### src/hw/rtl/hrlp_pkg.sv
`timescale 1ns / 1ps
// ----------------------------------------------------------------------------
// hrlp_pkg
// Types and constants shared by the request line parser and its checker.
// ----------------------------------------------------------------------------
package hrlp_pkg;

    typedef enum logic [7:0] {
        PH_METHOD = 8'b0000_0001,
        PH_PATH   = 8'b0000_0010,
        PH_QUERY  = 8'b0000_0100,
        PH_LIT    = 8'b0000_1000,
        PH_MAJOR  = 8'b0001_0000,
        PH_DOT    = 8'b0010_0000,
        PH_MINOR  = 8'b0100_0000,
        PH_DONE   = 8'b1000_0000
    } t_phase;

    localparam int NUM_NAMES = 8;
    localparam logic [2:0] LIT_LEN = 3'd6;

    localparam logic [7:0] CH_SPACE = 8'h20;
    localparam logic [7:0] CH_QMARK = 8'h3F;
    localparam logic [7:0] CH_DOT   = 8'h2E;
    localparam logic [7:0] CH_ZERO  = 8'h30;
    localparam logic [7:0] CH_NINE  = 8'h39;

    localparam logic [3:0] METHOD_UNKNOWN = 4'd0;
    localparam logic [3:0] METHOD_MAX     = 4'd8;
    localparam logic [3:0] DIGIT_MAX      = 4'd9;

    // names right-justified, first character in the highest used byte
    localparam logic [63:0] NAME_TEXT [NUM_NAMES] = '{
        64'("OPTIONS"), 64'("GET"), 64'("POST"), 64'("HEAD"),
        64'("TRACE"), 64'("PUT"), 64'("DELETE"), 64'("CONNECT")
    };
    localparam logic [2:0] NAME_LEN [NUM_NAMES] = '{
        3'd7, 3'd3, 3'd4, 3'd4, 3'd5, 3'd3, 3'd6, 3'd7
    };
    localparam logic [47:0] VERSION_LIT = " HTTP/";

    typedef struct packed {
        logic        line_valid;
        logic [3:0]  method_code;
        logic [12:0] method_length;
        logic [11:0] path_start;
        logic [12:0] path_length;
        logic        query_present;
        logic [11:0] query_start;
        logic [12:0] query_length;
        logic [12:0] uri_length;
        logic [3:0]  version_major;
        logic [3:0]  version_minor;
    } t_line_result;

    // character idx of method name k; only meaningful for idx below its length
    function automatic logic [7:0] name_char(input logic [2:0] k, input logic [2:0] idx);
        logic [2:0] pos;
        pos = NAME_LEN[k] - 3'd1 - idx;
        return NAME_TEXT[k][{pos, 3'b000} +: 8];
    endfunction

    function automatic logic [7:0] lit_char(input logic [2:0] idx);
        logic [2:0] pos;
        pos = LIT_LEN - 3'd1 - idx;
        return VERSION_LIT[{pos, 3'b000} +: 8];
    endfunction

    function automatic logic is_alpha(input logic [7:0] b);
        return (b >= 8'h41 && b <= 8'h5A) || (b >= 8'h61 && b <= 8'h7A);
    endfunction

    function automatic logic is_digit(input logic [7:0] b);
        return b >= CH_ZERO && b <= CH_NINE;
    endfunction

endpackage

### src/hw/rtl/hrlp_core.sv
`timescale 1ns / 1ps
// ----------------------------------------------------------------------------
// hrlp_core
// Per-byte grammar state and the line result computed on the final byte.
// ----------------------------------------------------------------------------
module hrlp_core import hrlp_pkg::*; #(
    parameter int MAX_LINE = 4096
) (
    input  logic         i_clk,
    input  logic         i_rst_n,
    input  logic         i_accept,
    input  logic [7:0]   i_byte,
    input  logic         i_last,
    output t_line_result o_result
);

    localparam int POS_W = $clog2(MAX_LINE + 1);

    t_phase             r_phase, n_phase;
    logic [POS_W-1:0]   r_pos, n_pos;
    logic [NUM_NAMES-1:0] r_cand, n_cand;
    logic [POS_W-1:0]   r_method_count, n_method_count;
    logic [POS_W-1:0]   r_path_count, n_path_count;
    logic               r_has_query, n_has_query;
    logic [POS_W-1:0]   r_query_count, n_query_count;
    logic [2:0]         r_lit_idx, n_lit_idx;
    logic [3:0]         r_major, n_major;
    logic [3:0]         r_minor, n_minor;
    logic               r_error, n_error;

    logic [3:0]         method_code;
    logic [POS_W:0]     path_start;
    logic [POS_W+1:0]   query_start;
    logic [POS_W+1:0]   uri_len;

    always_comb begin
        n_phase        = r_phase;
        n_pos          = r_pos;
        n_cand         = r_cand;
        n_method_count = r_method_count;
        n_path_count   = r_path_count;
        n_has_query    = r_has_query;
        n_query_count  = r_query_count;
        n_lit_idx      = r_lit_idx;
        n_major        = r_major;
        n_minor        = r_minor;
        n_error        = r_error;

        if (r_pos >= POS_W'(MAX_LINE)) begin
            n_error = 1'b1;
        end else begin
            n_pos = r_pos + POS_W'(1);
        end

        if (!n_error) begin
            unique case (r_phase)
                PH_METHOD: begin
                    if (is_alpha(i_byte)) begin
                        for (int k = 0; k < NUM_NAMES; k++) begin
                            if (!(r_method_count < POS_W'(NAME_LEN[k]) &&
                                  i_byte == name_char(3'(k), r_method_count[2:0]))) begin
                                n_cand[k] = 1'b0;
                            end
                        end
                        n_method_count = r_method_count + POS_W'(1);
                    end else if (i_byte == CH_SPACE) begin
                        n_phase = PH_PATH;
                    end else begin
                        n_error = 1'b1;
                    end
                end
                PH_PATH: begin
                    if (i_byte == CH_SPACE) begin
                        n_phase   = PH_LIT;
                        n_lit_idx = 3'd1;
                    end else if (i_byte == CH_QMARK) begin
                        n_phase     = PH_QUERY;
                        n_has_query = 1'b1;
                    end else begin
                        n_path_count = r_path_count + POS_W'(1);
                    end
                end
                PH_QUERY: begin
                    if (i_byte == CH_SPACE) begin
                        n_phase   = PH_LIT;
                        n_lit_idx = 3'd1;
                    end else begin
                        n_query_count = r_query_count + POS_W'(1);
                    end
                end
                PH_LIT: begin
                    if (r_lit_idx < LIT_LEN && i_byte == lit_char(r_lit_idx)) begin
                        n_lit_idx = r_lit_idx + 3'd1;
                        if (n_lit_idx == LIT_LEN) begin
                            n_phase = PH_MAJOR;
                        end
                    end else begin
                        n_error = 1'b1;
                    end
                end
                PH_MAJOR: begin
                    if (is_digit(i_byte)) begin
                        n_major = i_byte[3:0];
                        n_phase = PH_DOT;
                    end else begin
                        n_error = 1'b1;
                    end
                end
                PH_DOT: begin
                    if (i_byte == CH_DOT) begin
                        n_phase = PH_MINOR;
                    end else begin
                        n_error = 1'b1;
                    end
                end
                PH_MINOR: begin
                    if (is_digit(i_byte)) begin
                        n_minor = i_byte[3:0];
                        n_phase = PH_DONE;
                    end else begin
                        n_error = 1'b1;
                    end
                end
                default: begin
                    n_error = 1'b1;
                end
            endcase
        end
    end

    // result from the state after the final byte
    always_comb begin
        method_code = METHOD_UNKNOWN;
        for (int k = NUM_NAMES - 1; k >= 0; k--) begin
            if (n_cand[k] && n_method_count == POS_W'(NAME_LEN[k])) begin
                method_code = 4'(k + 1);
            end
        end
        path_start  = {1'b0, n_method_count} + (POS_W + 1)'(1);
        query_start = {1'b0, path_start} + (POS_W + 2)'(n_path_count) + (POS_W + 2)'(1);
        uri_len     = (POS_W + 2)'(n_path_count);
        if (n_has_query) begin
            uri_len = uri_len + (POS_W + 2)'(n_query_count) + (POS_W + 2)'(1);
        end

        o_result = '0;
        if (!n_error && n_phase == PH_DONE) begin
            o_result.line_valid    = 1'b1;
            o_result.method_code   = method_code;
            o_result.method_length = 13'(n_method_count);
            o_result.path_start    = 12'(path_start);
            o_result.path_length   = 13'(n_path_count);
            o_result.query_present = n_has_query;
            o_result.query_start   = n_has_query ? 12'(query_start) : 12'd0;
            o_result.query_length  = 13'(n_query_count);
            o_result.uri_length    = 13'(uri_len);
            o_result.version_major = n_major;
            o_result.version_minor = n_minor;
        end
    end

    always_ff @(posedge i_clk) begin
        if (!i_rst_n || (i_accept && i_last)) begin
            r_phase        <= PH_METHOD;
            r_pos          <= '0;
            r_cand         <= '1;
            r_method_count <= '0;
            r_path_count   <= '0;
            r_has_query    <= 1'b0;
            r_query_count  <= '0;
            r_lit_idx      <= 3'd0;
            r_major        <= 4'd0;
            r_minor        <= 4'd0;
            r_error        <= 1'b0;
        end else if (i_accept) begin
            r_phase        <= n_phase;
            r_pos          <= n_pos;
            r_cand         <= n_cand;
            r_method_count <= n_method_count;
            r_path_count   <= n_path_count;
            r_has_query    <= n_has_query;
            r_query_count  <= n_query_count;
            r_lit_idx      <= n_lit_idx;
            r_major        <= n_major;
            r_minor        <= n_minor;
            r_error        <= n_error;
        end
    end

endmodule

### src/hw/rtl/http_request_line_parser.sv
`timescale 1ns / 1ps
// result: registered, on the master side in the cycle after the final byte is taken
// throughput: a byte per cycle unless stalled; the line's result register frees as taken
// s_axis_tready drops only while a result waits and m_axis_tready is low
// reset: synchronous, active low; clears the parse state and the output valid
// ----------------------------------------------------------------------------
// http_request_line_parser
// Checks one request line per frame and reports its method, URI fields and version.
// ----------------------------------------------------------------------------
module http_request_line_parser import hrlp_pkg::*; #(
    parameter int MAX_LINE = 4096
) (
    input  logic        i_clk,
    input  logic        i_rst_n,
    input  logic        s_axis_tvalid,
    output logic        s_axis_tready,
    input  logic [7:0]  s_axis_tdata,   // line_byte[7:0]
    input  logic        s_axis_tlast,   // end_of_line
    output logic        m_axis_tvalid,
    input  logic        m_axis_tready,
    // method_code[3:0], method_length[16:4], path_start[28:17], path_length[41:29],
    // query_present[42], query_start[54:43], query_length[67:55], uri_length[80:68],
    // version_major[84:81], version_minor[88:85], zero fill to 95
    output logic [95:0] m_axis_tdata,
    output logic        m_axis_tuser    // line_valid
);

    logic         accept;
    t_line_result result;
    logic         r_out_valid;
    t_line_result r_out;

    assign s_axis_tready = !r_out_valid || m_axis_tready;
    assign accept        = s_axis_tvalid && s_axis_tready;

    hrlp_core #(
        .MAX_LINE (MAX_LINE)
    ) u_core (
        .i_clk    (i_clk),
        .i_rst_n  (i_rst_n),
        .i_accept (accept),
        .i_byte   (s_axis_tdata),
        .i_last   (s_axis_tlast),
        .o_result (result)
    );

    always_ff @(posedge i_clk) begin
        if (!i_rst_n) begin
            r_out_valid <= 1'b0;
        end else if (accept && s_axis_tlast) begin
            r_out_valid <= 1'b1;
        end else if (m_axis_tready) begin
            r_out_valid <= 1'b0;
        end
    end

    always_ff @(posedge i_clk) begin
        if (accept && s_axis_tlast) begin
            r_out <= result;
        end
    end

    assign m_axis_tvalid = r_out_valid;
    assign m_axis_tuser  = r_out.line_valid;
    assign m_axis_tdata  = {7'd0, r_out.version_minor, r_out.version_major,
                            r_out.uri_length, r_out.query_length, r_out.query_start,
                            r_out.query_present, r_out.path_length, r_out.path_start,
                            r_out.method_length, r_out.method_code};

endmodule

### config.mk
export PLATFORM = sky130hd
export DESIGN_NAME = http_request_line_parser
export DESIGN_NICKNAME = d
export VERILOG_FILES = /design/src/hw/rtl/hrlp_pkg.sv /design/src/hw/rtl/hrlp_core.sv /design/src/hw/rtl/http_request_line_parser.sv
export SDC_FILE = /design/constraint.sdc
export NUM_CORES = 1
export LEC_CHECK = 0
export BUFFER_PORTS_ARGS = -buffer_cell sky130_fd_sc_hd__buf_2
export CAP_MARGIN = 5
export CELL_PAD_IN_SITES_DETAIL_PLACEMENT = 1
export CELL_PAD_IN_SITES_GLOBAL_PLACEMENT = 2
export CORE_AREA = 2 2 197 141
export CTS_CLUSTER_SIZE = 28
export DETAILED_ROUTE_END_ITERATION = 7
export DIE_AREA = 0 0 199 143
export HOLD_SLACK_MARGIN = 0.03
export PLACE_DENSITY_LB_ADDON = 0.08
export SLEW_MARGIN = 20
export SYNTH_ARGS = -nofsm -noshare
export SYNTH_HDL_FRONTEND = slang
export SYNTH_SLANG_ARGS = --single-unit
export TNS_END_PERCENT = 1
### constraint.sdc
create_clock -name i_clk -period 8.05 [get_ports i_clk]
set_input_delay 0.4025 -clock i_clk [delete_from_list [all_inputs] [get_ports i_clk]]
set_output_delay 0.4025 -clock i_clk [all_outputs]
set_load 0.005 [all_outputs]
==> reports/qor.yml <==
status: "completed"
rsz0062_at_grt: "false"
synthTopCellsByArea: "edfxtp_1, dfxtp_1, ha_1"
ios: 112
slew_viol_final: 0
cts.sinks: 168
cp.required_ps: 8230
crit_path_start: "u_core.r_phase[1]"
clockBufferDepth: 2
end_kind: "flip-flop"
post-synth-top-count-cell: "nor2_1"
leakage_nw: 4.49
path_max_fanout: 11
drive_gt1_share_pct: 14.0
cts_buffers: 17
synth_ff_type: "edfxtp_1"
dr_total_vias: 8605
place_congestion: 0.838
rows: 50
fin_area_um2: 11800
synthCells: 1178
routed_wl_mm: 30.9
antenna_found_initial: 0
cp-start-kind: "flip-flop"
portBuffers: 104
die_area_um2: 28500
path_cells: "or4b_1 > or3_1 > nor2_1 > nor2_1 > a21oi_1 > inv_1 > ha_1 > a21oi_1 > a41oi_1 > o22ai_1 > xor2_1 > ha_1 > inv_1 > o21bai_1 > a21oi_1 > o21ai_0 > a21o_1 > a21oi_1 > xor2_1 > nor2_1"
htree_num_levels: 4
grt_pass1_vias: 8459
pwr_density_cell_nw_per_um2: 164
cts_resized: 0
fillers: 3084
synth_async_sr_flop_share_pct: 0
cp_top_family: "simple AND/OR/NAND/NOR gates"
cp_slowest_cell: "or4b_1"
die_y_um: 143
synth_edf_count: 90
first_pass_iters: 5
synth_seq_area_share_pct: 40.6
grt_use_total_pct: 22.5
post-cts-setup-buffers: 0
grt_overflow: 0
ir_worst_vdd_v: 0.000153
ctsHoldBuffers: 0
dpl-instance-area_um2: 11200
die_x_um: 199
setup_viol: 0
maxCapViolations: 0
cts_tree: "yes"
min_path_type: "primary input to flip-flop"
core-area_um2: 26500
yosys_register_bits: 168
drc_errors: 0
rr_startpoint: "u_core.r_phase[1]"
yosys.cell_types.count: 72
synth.top_cells.by_count: "nor2_1, edfxtp_1, nand2_1"
cpMostUsedCell: "a21oi_1"
n_antenna_cell: 0
skew_ps: 12.1
grt_pass1_wl_mm: 48.9
fmax_ghz: 0.182
critPathMaxStageDelay_ps: 670
clkTransAtPathRegs_ps: 70
critPathBufInv: 2
viasPerCell: 5.33
dp_hpwl_mm: 22.6
worstMarginPinSlew_ps: 899
ys.warnings.count: 0
syn_area_per_cell_um2: 8.91
finalHoldViolCount: 0
synth_top_area_cell: "edfxtp_1"
critPathKind: "flip-flop to flip-flop"
wl_per_cell_um: 19.1
cp_data_arrival_time_ps: 5690
synth_top_area_share_pct: 25.8
final_util_pct: 44.7
drtIter0Drc: 481
ant_nets: 0
syn_area_um2: 10500
min_period_over_period_pct: 68.3
grt_max_degree: 66
initial_core_util_pct: 39.7
tns_ps: 0
syn2layout_area_growth_pct: 12.8
maxSlewHeadroom_pct: 39.9
cts_root_buffer: "clkbuf_16"
total_power_w: 0.00194
fin_crit_ps: 5500
clk_latency_ps: 450
fin_nets: 1307
min_from: "i_rst_n"
==> per-layer routing <==
metal | vias up | part of all wire (%) | global-route usage (%)
li1 | 4219 | - | -
met1 | 4232 | 53 | 34.5
met2 | 133 | 42 | 32.6
met3 | 21 | 3.8 | 4.09
met4 | 0 | 0.84 | 4.40
met5 | - | 0 | 0
==> power breakdown <==
part	total, W	switching, W	internal [W]
clock	0.000831	0.000375	0.000456
sequential	0.000932	0.0000108	0.000922
combinational	0.000175	0.000116	0.0000586
total	0.00194	0.000502	0.00144
==> final timing paths <==
kind,endpoint,slack (ps),depth (start not counted)
worst max-delay path,m_axis_tdata[53],2550,20
worst min-delay path,m_axis_tvalid,240,2
worst max register to register,m_axis_tdata[53],2550,20
worst min register to register,u_core.r_cand[2],450,2
==> cell usage in the layout, fill, tap and decap left out, types with 4 or more instances in the layout <==
cell,netlist,final
nor3_1,32,32
buf_2,4,104
or4_1,9,9
and3_1,18,18
or3_1,21,21
nand2_1,90,89
o211ai_1,5,5
nand4_1,22,22
edfxtp_1,90,90
o22ai_1,4,4
nor2b_1,7,7
xnor2_1,68,68
nand2b_1,10,10
clkinvlp_4,0,6
a41oi_1,4,4
a21boi_0,4,4
inv_1,44,43
ha_1,54,54
dfxtp_1,78,78
buf_4,7,9
conb_1,1,7
nand3_1,34,33
and2_1,36,36
clkbuf_16,0,17
xor2_1,64,64
a21oi_1,72,71
nor4_1,12,11
o21ai_0,44,44
a211oi_1,12,12
nor2_1,160,160
a31oi_1,8,8
a21o_1,10,10
or2_2,10,10
mux2i_1,19,19
==> final cells by class <==
class / count / area [um^2] / area share, %
repair buffers: 113 / 588 / 4.97
clock buffers: 17 / 425 / 3.60
multi-input cells: 894 / 5780 / 48.9
inverters: 44 / 166 / 1.41
clock inverters: 15 / 153 / 1.29
well taps: 364 / 455 / 3.85
flip-flops and latches: 168 / 4260 / 36.0
==> per-stage QoR <==
stage	hold WS, ps	instances	worst slack (ps)
2_1_floorplan	422	1184	3460
3_3_place_gp	436	1583	2610
3_5_place_dp	442	1583	2420
4_1_cts	231	1615	2570
5_1_grt	263	1615	2080
6_report	244	1615	2550
==> state kept, by name (all words and copies together) (netlist names) <==
signal                 flops
u_core.r_major             4
u_core.r_phase             8
u_core.r_method_count     13
u_core.r_cand              8
u_core.r_query_count      13
m_axis_tvalid              1
u_core.r_has_query         1
u_core.r_error             1
m_axis_tdata              89
m_axis_tuser               1
u_core.r_lit_idx           3
u_core.r_pos              13
u_core.r_path_count       13
==> cells by family (layout without fill, tap and decap cells) <==
kind of cell	after synthesis	in the layout	share of synthesized area, %
multiplexers	22	22	2.13
flip-flops	168	168	40.6
buffers and inverters	122	189	4.75
adder cells (fa/ha/maj)	56	56	6.82
XOR/XNOR	133	133	11.2
AO/OA/AOI/OAI	196	196	11.7
other	1	7	0.0357
AND/OR/NAND/NOR	480	480	22.7
==> worst register-to-register path: cells and delay by family, from the launching register on <==
family | cells | cell delay [ps]
flip-flops | 1 | 400
buffers and inverters | 2 | 270
XOR/XNOR | 2 | 430
adder cells (fa/ha/maj) | 2 | 600
AND/OR/NAND/NOR | 5 | 1840
AO/OA/AOI/OAI | 9 | 1690
Power figures use the tool's default switching activity.
